===== src/sv/hpd_pkg.sv =====
// ---------------------------------------------------------------------------
// hpd_pkg
// shared types and constants of the huffman prefix decoder
// ---------------------------------------------------------------------------
`default_nettype none

package hpd_pkg;

  // fixed field widths
  localparam int IDX_BITS  = 8;
  localparam int CODE_BITS = 16;
  localparam int LEN_BITS  = 5;
  localparam int SYM_BITS  = 8;

  // longest code a table entry can hold
  localparam logic [LEN_BITS-1:0] LEN_LIMIT = LEN_BITS'(CODE_BITS);

  // item commands
  typedef enum logic {
    CMD_LOAD = 1'b0,
    CMD_BIT  = 1'b1
  } cmd_e;

  // one code table entry
  typedef struct packed {
    logic [LEN_BITS-1:0]  len;
    logic [CODE_BITS-1:0] code;
    logic [SYM_BITS-1:0]  sym;
  } entry_t;

  // registered table read data
  typedef struct packed {
    logic   vld;
    entry_t ent;
  } tbl_rd_t;

  // one result transaction
  typedef struct packed {
    logic                symbol_valid;
    logic [SYM_BITS-1:0] symbol;
    logic                overflow;
  } res_t;

endpackage

`default_nettype wire


===== src/sv/hpd_ctrl.sv =====
// ---------------------------------------------------------------------------
// hpd_ctrl
// item sequencer: table writes, pending code and table scan per bit
// ---------------------------------------------------------------------------
`default_nettype none

module hpd_ctrl
  import hpd_pkg::*;
#(
  parameter int ENTRIES = 256,
  parameter int MAX_LEN = 16,
  parameter int AW      = 8
) (
  input  wire logic                 clk_i,
  input  wire logic                 rst_ni,
  // input channel
  input  wire logic                 in_valid_i,
  output logic                      in_ready_o,
  input  wire logic                 command_i,
  input  wire logic [IDX_BITS-1:0]  entry_index_i,
  input  wire logic [CODE_BITS-1:0] entry_code_i,
  input  wire logic [LEN_BITS-1:0]  entry_length_i,
  input  wire logic [SYM_BITS-1:0]  entry_symbol_i,
  input  wire logic                 code_bit_i,
  // table port
  output logic                      tbl_wr_en_o,
  output logic [AW-1:0]             tbl_wr_addr_o,
  output entry_t                    tbl_wr_data_o,
  output logic                      tbl_rd_en_o,
  output logic [AW-1:0]             tbl_rd_addr_o,
  input  wire tbl_rd_t              tbl_rd_i,
  // result toward output register
  output logic                      res_vld_o,
  output res_t                      res_o,
  input  wire logic                 out_free_i
);

  localparam int PW = MAX_LEN;
  localparam int LW = $clog2(MAX_LEN + 1);
  localparam logic [AW-1:0] LAST_ADDR = AW'(ENTRIES - 1);

  typedef enum logic [1:0] {
    ST_IDLE,
    ST_LOAD,
    ST_SCAN,
    ST_DONE
  } state_e;

  state_e              state_q, state_d;
  logic [IDX_BITS-1:0] idx_q, idx_d;
  entry_t              ent_q, ent_d;
  logic [PW-1:0]       pend_bits_q, pend_bits_d;
  logic [LW-1:0]       pend_len_q, pend_len_d;
  logic [PW-1:0]       cand_bits_q, cand_bits_d;
  logic [LW-1:0]       cand_len_q, cand_len_d;
  logic [AW-1:0]       addr_q, addr_d;
  logic                issued_all_q, issued_all_d;
  logic                cmp_vld_q, cmp_vld_d;
  logic                cmp_last_q, cmp_last_d;
  res_t                res_q, res_d;

  logic in_range;
  logic hit;

  // load slot inside the table
  assign in_range = {1'b0, idx_q} < (IDX_BITS + 1)'(ENTRIES);

  // compare of the entry read last cycle against the candidate code
  assign hit = cmp_vld_q && tbl_rd_i.vld
               && (tbl_rd_i.ent.len != '0) && (tbl_rd_i.ent.len <= LEN_LIMIT)
               && (32'(tbl_rd_i.ent.len) == 32'(cand_len_q))
               && (32'(tbl_rd_i.ent.code) == 32'(cand_bits_q));

  assign tbl_wr_addr_o = idx_q[AW-1:0];
  assign tbl_wr_data_o = ent_q;
  assign tbl_rd_addr_o = addr_q;
  assign res_o         = res_q;

  // next state
  always_comb begin
    state_d      = state_q;
    idx_d        = idx_q;
    ent_d        = ent_q;
    pend_bits_d  = pend_bits_q;
    pend_len_d   = pend_len_q;
    cand_bits_d  = cand_bits_q;
    cand_len_d   = cand_len_q;
    addr_d       = addr_q;
    issued_all_d = issued_all_q;
    cmp_vld_d    = cmp_vld_q;
    cmp_last_d   = cmp_last_q;
    res_d        = res_q;
    in_ready_o   = (state_q == ST_IDLE);
    res_vld_o    = (state_q == ST_DONE);
    tbl_wr_en_o  = 1'b0;
    tbl_rd_en_o  = 1'b0;
    case (state_q)
      ST_IDLE: begin
        if (in_valid_i) begin
          idx_d       = entry_index_i;
          ent_d.len   = entry_length_i;
          ent_d.code  = entry_code_i;
          ent_d.sym   = entry_symbol_i;
          cand_bits_d = {pend_bits_q[PW-2:0], code_bit_i};
          cand_len_d  = pend_len_q + LW'(1);
          if (command_i == CMD_LOAD) begin
            state_d = ST_LOAD;
          end else begin
            state_d      = ST_SCAN;
            addr_d       = '0;
            issued_all_d = 1'b0;
            cmp_vld_d    = 1'b0;
            cmp_last_d   = 1'b0;
          end
        end
      end
      ST_LOAD: begin
        tbl_wr_en_o = in_range;
        res_d       = '0;
        state_d     = ST_DONE;
      end
      ST_SCAN: begin
        cmp_vld_d = 1'b0;
        if (hit) begin
          // first matching entry decides
          res_d.symbol_valid = 1'b1;
          res_d.symbol       = tbl_rd_i.ent.sym;
          res_d.overflow     = 1'b0;
          pend_bits_d        = '0;
          pend_len_d         = '0;
          state_d            = ST_DONE;
        end else if (cmp_vld_q && cmp_last_q) begin
          // no entry matched
          res_d = '0;
          if (32'(cand_len_q) >= 32'(MAX_LEN)) begin
            res_d.overflow = 1'b1;
            pend_bits_d    = '0;
            pend_len_d     = '0;
          end else begin
            pend_bits_d = cand_bits_q;
            pend_len_d  = cand_len_q;
          end
          state_d = ST_DONE;
        end else if (!issued_all_q) begin
          // issue next table read
          tbl_rd_en_o = 1'b1;
          cmp_vld_d   = 1'b1;
          cmp_last_d  = (addr_q == LAST_ADDR);
          if (addr_q == LAST_ADDR) begin
            issued_all_d = 1'b1;
          end else begin
            addr_d = addr_q + AW'(1);
          end
        end
      end
      ST_DONE: begin
        if (out_free_i) begin
          state_d = ST_IDLE;
        end
      end
      default: begin
        state_d = ST_IDLE;
      end
    endcase
  end

  // state and registered outputs
  always_ff @(posedge clk_i or negedge rst_ni) begin
    if (!rst_ni) begin
      state_q      <= ST_IDLE;
      idx_q        <= '0;
      ent_q        <= '0;
      pend_bits_q  <= '0;
      pend_len_q   <= '0;
      cand_bits_q  <= '0;
      cand_len_q   <= '0;
      addr_q       <= '0;
      issued_all_q <= 1'b0;
      cmp_vld_q    <= 1'b0;
      cmp_last_q   <= 1'b0;
      res_q        <= '0;
    end else begin
      state_q      <= state_d;
      idx_q        <= idx_d;
      ent_q        <= ent_d;
      pend_bits_q  <= pend_bits_d;
      pend_len_q   <= pend_len_d;
      cand_bits_q  <= cand_bits_d;
      cand_len_q   <= cand_len_d;
      addr_q       <= addr_d;
      issued_all_q <= issued_all_d;
      cmp_vld_q    <= cmp_vld_d;
      cmp_last_q   <= cmp_last_d;
      res_q        <= res_d;
    end
  end

endmodule

`default_nettype wire


===== config.mk =====
export PLATFORM = sky130hd
export DESIGN_NAME = hpd_ctrl
export DESIGN_NICKNAME = d
export VERILOG_FILES = /design/src/sv/hpd_pkg.sv /design/src/sv/hpd_ctrl.sv
export SDC_FILE = /design/constraint.sdc
export NUM_CORES = 1
export LEC_CHECK = 0
export ABC_AREA = 1
export ABC_CLOCK_PERIOD_IN_PS = 3000
export BUFFER_PORTS_ARGS = -buffer_cell sky130_fd_sc_hd__buf_4
export CAP_MARGIN = 20
export CORE_MARGIN = 10
export CORE_UTILIZATION = 43
export DETAILED_ROUTE_END_ITERATION = 7
export PLACE_DENSITY = 0.67
export SLEW_MARGIN = 5
export SYNTH_ARGS = -nofsm -noshare
export SYNTH_HDL_FRONTEND = slang
export SYNTH_SLANG_ARGS = --single-unit

===== constraint.sdc =====
create_clock -name clk_i -period 3 [get_ports clk_i]
set_input_delay 0.6 -clock clk_i [delete_from_list [all_inputs] [get_ports clk_i]]
set_output_delay 0.6 -clock clk_i [all_outputs]
set_load 0.01 [all_outputs]

==> insert_results.sql <==
INSERT INTO impl_metrics (metric_group, metric, value, unit) VALUES
('run_status', 'status', 'finished, final reports clean', ''),
('cells_and_area', 'relative_area_change_from_synthesis_to_final_layout', '29.1', '%'),
('detailed_routing', 'route.met3.wl', '1.08', 'mm'),
('clocking', 'numCtsBuffers', '9', ''),
('synth', 'ys_seq_area_share', '49.4', '%'),
('run', 'max_cap_violations', '0', ''),
('synth', 'synth.top_cells.by_area', 'dfrtp_1 49%, nand2_1 20%, inv_1 5.3%, nor2_1 3.7%, nand3_1 3.7%', ''),
('clocking', 'clkTransAtPathRegs', '70', 'ps'),
('clocking', 'post-cts-setup-buffer-count', '0', ''),
('sta', 'slew_headroom', '55.8', '%'),
('detailed_routing', 'routed_via_density', '4.91', ''),
('sta', 'fin_crit', '2590', 'ps'),
('synth', 'synthMuxAreaShare', '0', '%'),
('detailed_routing', 'route.vias.total', '4682', ''),
('synth', 'yosysWarnings', '0', ''),
('die', 'die-area', '16600', 'um^2'),
('sta', 'setup_violations', '0', ''),
('synth', 'syn-instance-count', '679', ''),
('cells_and_area', 'final.fill_count', '1056', ''),
('clocking', 'tritoncts', 'built', ''),
('clocking', 'post_cts_resized', '0', ''),
('sta', 'timing.final.ws_setup', '409', 'ps'),
('cells_and_area', 'finalCoreUtilization', '57.3', '%'),
('sta', 'maxClockFrequency', '386', 'MHz'),
('die', 'fp.coreArea', '11500', 'um^2'),
('synth', 'synthFlopType', 'dfrtp_1', ''),
('detailed_routing', 'detail-route-antenna-nets', '0', ''),
('synth', 'synth_simple_gate_area_share', '34.4', '%'),
('sta', 'layout_worst_path_cycle_share', '86.4', '%'),
('synth', 'syn_nets', '758', ''),
('sta', 'worst_clock_skew', '8.25', 'ps'),
('clocking', 'ctsRootBufferMaster', 'clkbuf_16', ''),
('grt', 'number_of_global_route_vias_before_repair', '4803', ''),
('synth', 'synth_top_cell_by_area', 'dfrtp_1', ''),
('synth', 'largest_family_of_logic_cells_by_synthesized_area', 'simple AND/OR/NAND/NOR gates', ''),
('sta', 'max_slew.worst_pin.slew', '661', 'ps'),
('sta', 'holdWs', '151', 'ps'),
('placement', 'placed_cells_incl_taps', '938', ''),
('setup_path', 'critical_path_arrival', '1990', 'ps'),
('synth', 'syn-mean-instance-area', '7.53', 'um^2'),
('detailed_routing', 'routed_wire_length_per_instance', '14.9', 'um'),
('cells_and_area', 'insertedDiodeCount', '0', ''),
('grt', 'grt_first_pass_wirelength', '23.8', 'mm'),
('cells_and_area', 'stdcell_count', '954', ''),
('synth', 'adder_and_majority_gate_portion_of_the_synthesized_area', '1.47', '%'),
('synth', 'synth_compound_gate_area_share', '6.27', '%'),
('synth', 'most_numerous_cell_types_in_the_synthesized_netlist', '278 x nand2_1, 101 x dfrtp_1, 72 x inv_1', ''),
('die', 'cell_rows', '39', ''),
('die', 'die_h', '129', 'um'),
('detailed_routing', 'post-route-drc-count', '0', ''),
('cells_and_area', 'drive_gt1_share', '22.4', '%'),
('detailed_routing', 'drt-initial-drc-count', '310', ''),
('cells_and_area', 'fin_nets', '885', ''),
('grt', 'globalRoute.totalOverflow', '0', ''),
('clocking', 'cts_hold_buffers', '0', ''),
('detailed_routing', 'firstDrtPassIters', '4', ''),
('setup_path', 'worst_setup_path_end_kind', 'primary output', ''),
('die', 'die_w', '129', 'um'),
('setup_path', 'crit_fanout', '13', ''),
('setup_path', 'crit_type', 'register to primary output', ''),
('power_and_ir_drop', 'power.density', '732', 'nW/um^2'),
('grt', 'grt_max_degree', '56', ''),
('sta', 'final_hold_viol_count', '0', ''),
('synth', 'synth.most_common_cell', 'nand2_1', ''),
('die', 'floorplan.io_pins', '132', ''),
('clocking', 'cts.htree.levels', '3', ''),
('detailed_routing', 'route.top_layer_used', 'met4', ''),
('sta', 'grt_setup_unrepaired', 'no', ''),
('synth', 'yosys_register_bits', '101', ''),
('placement', 'pre_cts_slack', '455', 'ps'),
('detailed_routing', 'sum_of_routed_wire_segments_on_met1', '6.15', 'mm');
## power by group
part | switching, mW | total [mW] | internal, mW
Clock | 0.528 | 1.35 | 0.824
Combinational | 0.966 | 1.66 | 0.692
Sequential | 0.175 | 1.82 | 1.64
Total | 1.67 | 4.83 | 3.16
## cell families after synthesis
logic type / Yosys count
flip-flops: 101
AND/OR/NAND/NOR: 415
AO/OA/AOI/OAI: 54
adder cells (fa/ha/maj): 6
buffers and inverters: 99
XOR/XNOR: 4
## worst paths after layout
| kind | start | end | cells past startpoint |
|---|---|---|---|
| setup / recovery | cand_len_q[3] | tbl_rd_en_o | 10 |
| min in group clk_i | entry_index_i[5] | tbl_wr_addr_o[5] | 3 |
| setup reg to reg | state_q[1] | tbl_rd_addr_o[4] | 10 |
| hold / removal | rst_ni | pend_bits_q[12] | 1 |
| max in group asynchronous | rst_ni | pend_bits_q[6] | 2 |
| hold reg to reg | tbl_wr_data_o[1] | tbl_wr_data_o[1] | 2 |
## registers in the layout, summed over array words and instances (netlist names), 2 cells and up
name           flops
cand_bits_q       16
tbl_wr_addr_o      8
pend_bits_q       15
tbl_rd_addr_o      8
res_o             10
state_q            2
pend_len_q         5
tbl_wr_data_o     29
cand_len_q         5
## layout make-up
cell class	count	area (um^2)	share of cell area (%)
sequential	101	2530	38.3
clock inverter	6	118	1.78
clock buffer	10	229	3.47
multi-input combinational	479	2190	33.2
timing repair buffer	139	1070	16.2
tap	143	179	2.71
inverter	76	288	4.36
## worst max-delay path: stages, from the launching register on
cell     delay [ps]
dfrtp_1         410
inv_1            50
nand2_1         120
nand2_1          70
nor2_1          100
nand3_1          70
nor2_1          130
nand3_2         270
nand3_1         190
inv_1            60
buf_4           140
## routing by layer
metal,global-route usage [%],up-vias
li1,-,2380
met1,21.4,2184
met2,28.8,110
met3,7.42,8
met4,3.88,0
met5,0,-
## cell usage in the layout (no fill, tap or decap), types with 2 or more instances in the layout
master	netlist	routed
a21oi_1	7	7
and2_1	2	2
buf_12	0	2
buf_4	0	137
bufinv_16	0	3
clkbuf_16	0	9
dfrtp_1	101	101
ha_1	6	6
inv_1	72	72
inv_2	3	3
nand2_1	278	278
nand2_2	6	6
nand3_1	38	38
nand3_4	2	2
nand4_1	29	29
nor2_1	51	51
nor2_2	2	2
nor3_1	4	4
o21ai_0	34	34
o21ai_2	10	10
xor2_1	3	3
(Power assumes the default switching activity.)
